### src/hw/rtl/fla_pkg.sv
// Shared constants, types and codes of the free list fit allocator.
`default_nettype none
package fla_pkg;
   localparam int FREE_NODES    = 64;
   localparam int GRANT_ENTRIES = 64;
   localparam int MAX_REGIONS   = 256;
   localparam int REGION_BYTES  = 4096;
   localparam int HDR_BYTES     = 16;

   localparam int ADDR_W = 20;
   localparam int SIZE_W = 12;
   localparam int CHAIN_DEPTH = (FREE_NODES > GRANT_ENTRIES) ? FREE_NODES : GRANT_ENTRIES;
   localparam int IDX_W  = $clog2(CHAIN_DEPTH);
   localparam int FLEN_W = $clog2(FREE_NODES + 1);
   localparam int GLEN_W = $clog2(GRANT_ENTRIES + 1);
   localparam int REG_W  = $clog2(MAX_REGIONS + 1);
   localparam int REG_SHIFT = $clog2(REGION_BYTES);

   localparam logic [SIZE_W-1:0] SLOT_MAX = SIZE_W'(REGION_BYTES - HDR_BYTES);
   localparam logic [SIZE_W-1:0] HDR_SIZE = SIZE_W'(HDR_BYTES);

   localparam logic [1:0] FIT_FIRST = 2'd0;
   localparam logic [1:0] FIT_BEST  = 2'd1;
   localparam logic [1:0] FIT_WORST = 2'd2;

   localparam logic [1:0] ST_OK        = 2'd0;
   localparam logic [1:0] ST_NO_REGION = 2'd1;
   localparam logic [1:0] ST_POOL_FULL = 2'd2;
   localparam logic [1:0] ST_UNKNOWN   = 2'd3;

   localparam logic REQ_ALLOC = 1'b0;
   localparam logic REQ_FREE  = 1'b1;

   typedef struct packed {
      logic [ADDR_W-1:0] base;
      logic [SIZE_W-1:0] bytes;
   } slot_type;

   typedef enum logic [1:0] {
      OP_HOLD   = 2'd0,
      OP_ROTATE = 2'd1,
      OP_INSERT = 2'd2,
      OP_DELETE = 2'd3
   } cell_op_type;

   typedef struct packed {
      cell_op_type      op;
      logic [IDX_W-1:0] k;
   } chain_ctl_type;
endpackage
`default_nettype wire

### src/hw/rtl/fla_cell.sv
// One slot cell of a shifting list chain.
`default_nettype none
module fla_cell (
   input  wire logic                      clock,
   input  wire fla_pkg::chain_ctl_type    ctl,
   input  wire logic [fla_pkg::IDX_W-1:0] idx,
   input  wire fla_pkg::slot_type         prev_data,
   input  wire fla_pkg::slot_type         next_data,
   input  wire fla_pkg::slot_type         new_data,
   output fla_pkg::slot_type              data
);
   fla_pkg::slot_type data_ff, data_in;

   always_comb begin
      data_in = data_ff;
      case (ctl.op)
         fla_pkg::OP_ROTATE: data_in = next_data;
         fla_pkg::OP_INSERT: begin
            if (idx == '0) data_in = new_data;
            else if (idx <= ctl.k) data_in = prev_data;
         end
         fla_pkg::OP_DELETE: begin
            if (idx >= ctl.k) data_in = next_data;
         end
         default: data_in = data_ff;
      endcase
   end

   always_ff @(posedge clock) begin
      data_ff <= data_in;
   end

   assign data = data_ff;
endmodule
`default_nettype wire

### src/hw/rtl/fla_chain.sv
// Row of slot cells with the head cell visible.
`default_nettype none
module fla_chain (
   input  wire logic                   clock,
   input  wire fla_pkg::chain_ctl_type ctl,
   input  wire fla_pkg::slot_type      new_data,
   output fla_pkg::slot_type           head
);
   fla_pkg::slot_type cells_w [fla_pkg::CHAIN_DEPTH];

   for (genvar i = 0; i < fla_pkg::CHAIN_DEPTH; i++) begin : g_cell
      fla_pkg::slot_type prev_w, next_w;
      if (i == 0) begin : g_first
         assign prev_w = new_data;
      end else begin : g_mid
         assign prev_w = cells_w[i-1];
      end
      if (i == fla_pkg::CHAIN_DEPTH - 1) begin : g_last
         assign next_w = cells_w[0];
      end else begin : g_inner
         assign next_w = cells_w[i+1];
      end
      fla_cell u_cell (
         .clock     (clock),
         .ctl       (ctl),
         .idx       (fla_pkg::IDX_W'(i)),
         .prev_data (prev_w),
         .next_data (next_w),
         .new_data  (new_data),
         .data      (cells_w[i])
      );
   end

   assign head = cells_w[0];
endmodule
`default_nettype wire

### config.mk
export PLATFORM = sky130hd
export DESIGN_NAME = fla_chain
export DESIGN_NICKNAME = d
export VERILOG_FILES = /design/src/hw/rtl/fla_pkg.sv /design/src/hw/rtl/fla_cell.sv /design/src/hw/rtl/fla_chain.sv
export SDC_FILE = /design/constraint.sdc
export NUM_CORES = 2
export LEC_CHECK = 0
export BUFFER_PORTS_ARGS = -buffer_cell sky130_fd_sc_hd__buf_4
export CELL_PAD_IN_SITES_DETAIL_PLACEMENT = 0
export CELL_PAD_IN_SITES_GLOBAL_PLACEMENT = 1
export CORE_UTILIZATION = 43
export DETAILED_ROUTE_END_ITERATION = 10
export PLACE_DENSITY_LB_ADDON = 0.1
export SETUP_SLACK_MARGIN = 0.2
export SLEW_MARGIN = 15
export SYNTH_ARGS = -nofsm -noshare
export SYNTH_HDL_FRONTEND = slang
export SYNTH_HIERARCHICAL = 1
export SYNTH_SLANG_ARGS = --single-unit
### constraint.sdc
create_clock -name clock -period 8.9 [get_ports clock]
set_input_delay 0.89 -clock clock [delete_from_list [all_inputs] [get_ports clock]]
set_output_delay 0.89 -clock clock [all_outputs]
set_load 0.05 [all_outputs]
# --- Yosys cells after proc, flatten, opt, wreduce, memory -nomap -nowiden ---
# Index checks and enable logic that the tools add are counted.
classes:
  muxes: 191
  n_reduce_logical: 65
  n_lt_le_gt_ge: 127
  n_eq_ne: 130
op_table:
  columns: ["cell", "count"]
  rows:
  - ["$pmux W32 S3", 64]
  - ["$mux W32", 127]
  - ["$ne A2 B1 Y1 const B", 127]
  - ["$ge A6 B6 Y1 const A", 32]
  - ["$le A6 B6 Y1 const A", 32]
  - ["$reduce_and A3 Y1", 63]
  - ["$ge A5 B6 Y1 const A", 16]
  - ["$le A5 B6 Y1 const A", 16]
  - ["$ge A4 B6 Y1 const A", 8]
  - ["$le A4 B6 Y1 const A", 8]
  - ["$ge A3 B6 Y1 const A", 4]
  - ["$le A3 B6 Y1 const A", 4]
  - ["$ge A1 B6 Y1 const A", 2]
  - ["$ge A2 B6 Y1 const A", 2]
  - ["$le A2 B6 Y1 const A", 2]
  - ["$le A1 B6 Y1 const A", 1]
  - ["$eq A2 B2 Y1 const B", 2]
  - ["$reduce_bool A3 Y1", 1]
  - ["$eq A2 B1 Y1 const B", 1]
  - ["$reduce_and A2 Y1", 1]
totals:
  inputBits: 41
  ff_bits: 2048

# --- Logic depth before layout (Yosys ltp) ---
depth:
  ltp_word: 3
  mapped_depth: 7

# --- Cells and area by module ---
# Netlist, hierarchy kept.
by_module_without_submodules:
  columns: ["module", "area_per_inst_um2", "instances", "cells_per_inst", "seq_area_each_um2"]
  rows:
  - ["fla_cell (g_cell[27].u_cell ...)", 1864.3, 45, 171, 960.9]
  - ["fla_cell (g_cell[10].u_cell ...)", 1865.5, 18, 171, 960.9]
  - ["fla_cell (g_cell[0].u_cell)", 1838.0, 1, 168, 960.9]
  - ["fla_chain", 7.5, 1, 2, 0.0]

# --- Least setup slack after synthesis ---
# Ideal clock, no wire load.
synth_path:
  kind: "in2reg"
  start: "input port ctl[5] (netlist bit)"
  end: "register g_cell[27].u_cell.data_ff, in the netlist g_cell[27].u_cell/data[0] (enable)"
  setup_ns: 0.425
  t_required_ns: 8.475
  slack_ns: 5.079
  path_buffers: 0
  path_stages: 6
  arrival_ns: 3.397
  cell_sequence: "inv_1 -> ha_1 -> nand4_1 -> a21oi_1 -> or3b_2 -> a221oi_2"
synth_between:
  elab_chain_cells: 3
synth_rtl:
  columns: ["element", "line", "source"]
  rows:
  - ["from (decl)", "fla_chain.sv:5", "input wire fla_pkg::chain_ctl_type ctl,"]
  - ["$ge A5 B6 Y1 / $le A5 B6 Y1 (equally long branches)", "fla_cell.sv:23, fla_cell.sv:20", null]
  - ["$ne A2 B1 Y1 (no line)", null, null]
  - ["$reduce_and A3 Y1 (no line) *", null, null]
  - ["to (signal assigned)", "fla_cell.sv:30", "data_ff <= data_in;"]
  - ["to (decl)", "fla_cell.sv:12", "fla_pkg::slot_type data_ff, data_in;"]
# Every way passes the cells marked *; elsewhere a longest branch is shown, timed or not.
# A chain may end at the register's enable or synchronous reset.

# --- Worst setup path after layout ---
layout_path:
  start: "input port ctl[4] (netlist bit)"
  end: "register g_cell[61].u_cell.data_ff, in the netlist g_cell[61].u_cell/data[31] (enable)"
layout_between:
  elab_chain_cells: 3
layout_rtl:
  columns: ["element", "line"]
  rows:
  - ["$ge A6 B6 Y1 / $le A6 B6 Y1 (equally long branches)", "fla_cell.sv:23, fla_cell.sv:20"]
  - ["$ne A2 B1 Y1 (no line)", null]
  - ["$reduce_and A3 Y1 (no line) *", null]
  - ["to (signal assigned)", "fla_cell.sv:30"]
  - ["to (decl)", "fla_cell.sv:12"]
# Marks and branches as above.

==> impl_metrics.env <==
export IMPL_synth_compound_area_frac=0.110
export IMPL_place_hpwl_um=262000
export IMPL_syn_area_sq_um=119000
export IMPL_grt_pass1_wl_um=557000
export IMPL_place_congestion=0.879
export IMPL_viasPerCell=5.60
export IMPL_final_cell_area_sq_um=133000
export IMPL_wl_met1_um=166000
export IMPL_hold_violations=0
export IMPL_dpl_instance_area_sq_um=126000
export IMPL_initial_core_util=0.432
export IMPL_overflow=0
export IMPL_nNetsFinal=12100
export IMPL_peakVddDrop_mv=0.181
export IMPL_crit_path_start_kind="input pin"
export IMPL_clk_latency_ns=0.90
export IMPL_tightest_slew_ns=1.14
export IMPL_leakagePower_nw=64.2
export IMPL_crit_path_end_kind="flop"
export IMPL_drcViolationCount=0
export IMPL_critPathMaxFanout=35
export IMPL_muxShareOfSynthArea=0.172
export IMPL_wl_met3_um=23900
export IMPL_top_layer_used="met5"
export IMPL_vias=86800
export IMPL_grt_usage=0.261
export IMPL_tns_ns=0
export IMPL_firstDrtPassIters=8
export IMPL_grt_max_degree=86
export IMPL_syn2layout_area_growth_pct=11.8
export IMPL_io_buffers=72
export IMPL_finalCritPeriodShare=0.400
export IMPL_synth_seq_area_share=0.515
export IMPL_largest_register_ffs=2048
export IMPL_synth_distinct_cells=30
export IMPL_slew_viol_final=0
export IMPL_min_period_ns=3.56
export IMPL_drive_gt1_frac=0.0766
export IMPL_max_slew_margin=0.239
export IMPL_avgRoutedWirePerCell_um=24.1
export IMPL_synth_xor_xnor_area_share=0
export IMPL_cts_hold_buf=0
export IMPL_synth_adder_area_share=0.0535
export IMPL_cts_path_max_buffers=4
export IMPL_critPathRequiredTime_ns=9.45
export IMPL_wl_met2_um=175000
export IMPL_clkTransAtPathRegs_ns=0.06
export IMPL_die_area_sq_um=280000
export IMPL_cts_sinks=2048
export IMPL_die_h_um=529
export IMPL_rsz0062_at_grt="no"
export IMPL_grt_pass1_vias=87200
export IMPL_core_area_sq_um=276000
export IMPL_synth_area_per_cell_sq_um=10.9
export IMPL_grt_antenna_before_repair=24
export IMPL_cts_post_setup_buffers_inserted=0
export IMPL_tritoncts="built"
export IMPL_power_density_nw_per_um2=208
export IMPL_crit_type="in2reg"
export IMPL_total_power_mw=27.8
export IMPL_status="finished, final reports clean"
export IMPL_final_antenna_net_count=0
export IMPL_die_x_um=529
export IMPL_maxClockFrequency_mhz=281
export IMPL_finalClockSkew_ns=0.0471
export IMPL_synth_top_family_by_area="multiplexers"
export IMPL_numCtsBuffers=233
export IMPL_worstPathArrival_ns=4.11
export IMPL_drt_wl_total_um=374000
export IMPL_drv_cap=0
export IMPL_rows=193
export IMPL_io_pins=73
export IMPL_yosys_area_share_simple=0.0988
export IMPL_setup_viol=0
export IMPL_ys_warn_count=6
export IMPL_drt_iter0_markers=8082
export IMPL_synth_seq_cells=2048
export IMPL_min_path_type="in2reg"
export IMPL_synthCells=10900
export IMPL_clock_root_buffer="clkbuf_16"
export IMPL_htreeDepth=4
export IMPL_cts_resized=0
==> per-layer routing <==
metal,GRT usage,vias to the layer above
met5,0,-
met4,0.0627,2
met3,0.0355,500
met2,0.427,2537
met1,0.365,43400
li1,-,40400
==> through the flow <==
step / util / setup WS, ns / std cells / hold slack (ns)
2_1_floorplan: - / 5.08 / 11700 / 0.528
3_3_place_gp: 0.456 / 4.47 / 15000 / 0.538
3_5_place_dp: 0.456 / 4.41 / 15100 / 0.549
4_1_cts: 0.482 / 5.42 / 15500 / 0.468
5_1_grt: 0.483 / 5.28 / 15500 / 0.495
6_report: 0.483 / 5.34 / 15500 / 0.531
==> worst max-delay path: stages <==
cell	delay [ns]
buf_6	0.46
buf_4	0.60
inv_1	0.27
ha_1	0.28
a21oi_1	0.18
or3b_2	0.51
a221oi_4	0.23
buf_4	0.45
==> area by class of cell <==
type | instances | area, sq um
clock buffers | 273 | 6000
multi-input cells | 8448 | 55700
well taps | 3705 | 4640
fillers | 25800 | 143000
inverters | 573 | 2150
flip-flops and latches | 2048 | 61500
diodes | 1 | 2.50
repair buffers | 278 | 2180
clock inverters | 154 | 1220
==> layout by cell type, fill, tap and decap left out, types with 64 or more instances in the layout <==
cell	Yosys	layout
nand2_2	64	64
clkbuf_16	0	234
inv_1	573	573
nor4_2	64	64
a21oi_1	2207	2207
buf_4	0	266
ha_1	510	447
conb_1	2	768
nand2_1	158	158
clkinv_1	0	83
nor2_1	2145	2144
edfxtp_1	2048	2048
mux2i_1	2049	2049
==> worst paths after layout <==
path / to / cells after the start / startpoint / slack, ns
worst max-delay path: g_cell[61].u_cell/data[31]$_DFFE_PP_ / 8 / ctl[4] / 5.34
worst min register to register: g_cell[0].u_cell/data[0]$_DFFE_PP_ / 2 / g_cell[1].u_cell/data[0]$_DFFE_PP_ / 0.55
worst min-delay path: g_cell[0].u_cell/data[7]$_DFFE_PP_ / 3 / new_data[7] / 0.53
worst max register to register: g_cell[51].u_cell/data[23]$_DFFE_PP_ / 2 / g_cell[50].u_cell/data[23]$_DFFE_PP_ / 7.53
==> cell families (layout without fill, tap and decap cells) <==
group	Yosys count	in the layout
DFF	2048	2048
buffers and inverters	1213	1278
muxes	2049	2049
AOI/OAI and AO/OA	2430	2430
adders and majority gates	510	510
other	2	769
and+or+nand+nor	2691	2691
==> Yosys cell counts <==
| cell | instances | area, sq um |
|---|---|---|
| nor2_1 | 2145 | 8050 |
| nand3_1 | 2 | 10.0 |
| nor2b_1 | 1 | 6.26 |
| inv_1 | 573 | 2150 |
| a221oi_2 | 63 | 946 |
| conb_1 | 2 | 7.51 |
| nor4b_1 | 63 | 552 |
| nand2_2 | 64 | 400 |
| nand2_1 | 158 | 593 |
| mux2i_1 | 2049 | 20500 |
| o21ai_1 | 32 | 160 |
| o211a_1 | 63 | 631 |
| o31ai_1 | 1 | 7.51 |
| nor3_1 | 1 | 5.00 |
| ha_1 | 510 | 6380 |
| nand3b_1 | 1 | 7.51 |
| or2_1 | 1 | 6.26 |
| o21ai_0 | 63 | 315 |
| buf_6 | 192 | 2160 |
| nand2b_1 | 64 | 400 |
| nand4_1 | 63 | 394 |
| buf_2 | 21 | 105 |
| edfxtp_1 | 2048 | 61500 |
| nor4_2 | 64 | 801 |
| a21oi_1 | 2207 | 11000 |
| clkbuf_1 | 372 | 1400 |
| and4_1 | 1 | 8.76 |
| or3b_2 | 63 | 552 |
| o21a_1 | 1 | 7.51 |
| buf_1 | 55 | 206 |
==> where the power goes <==
part           total [mW]  switching, mW  internal [mW]
clock network        9.37           4.10           5.26
registers            13.8           1.12           12.7
logic                4.59           3.01           1.58
(Power assumes the default switching activity.)
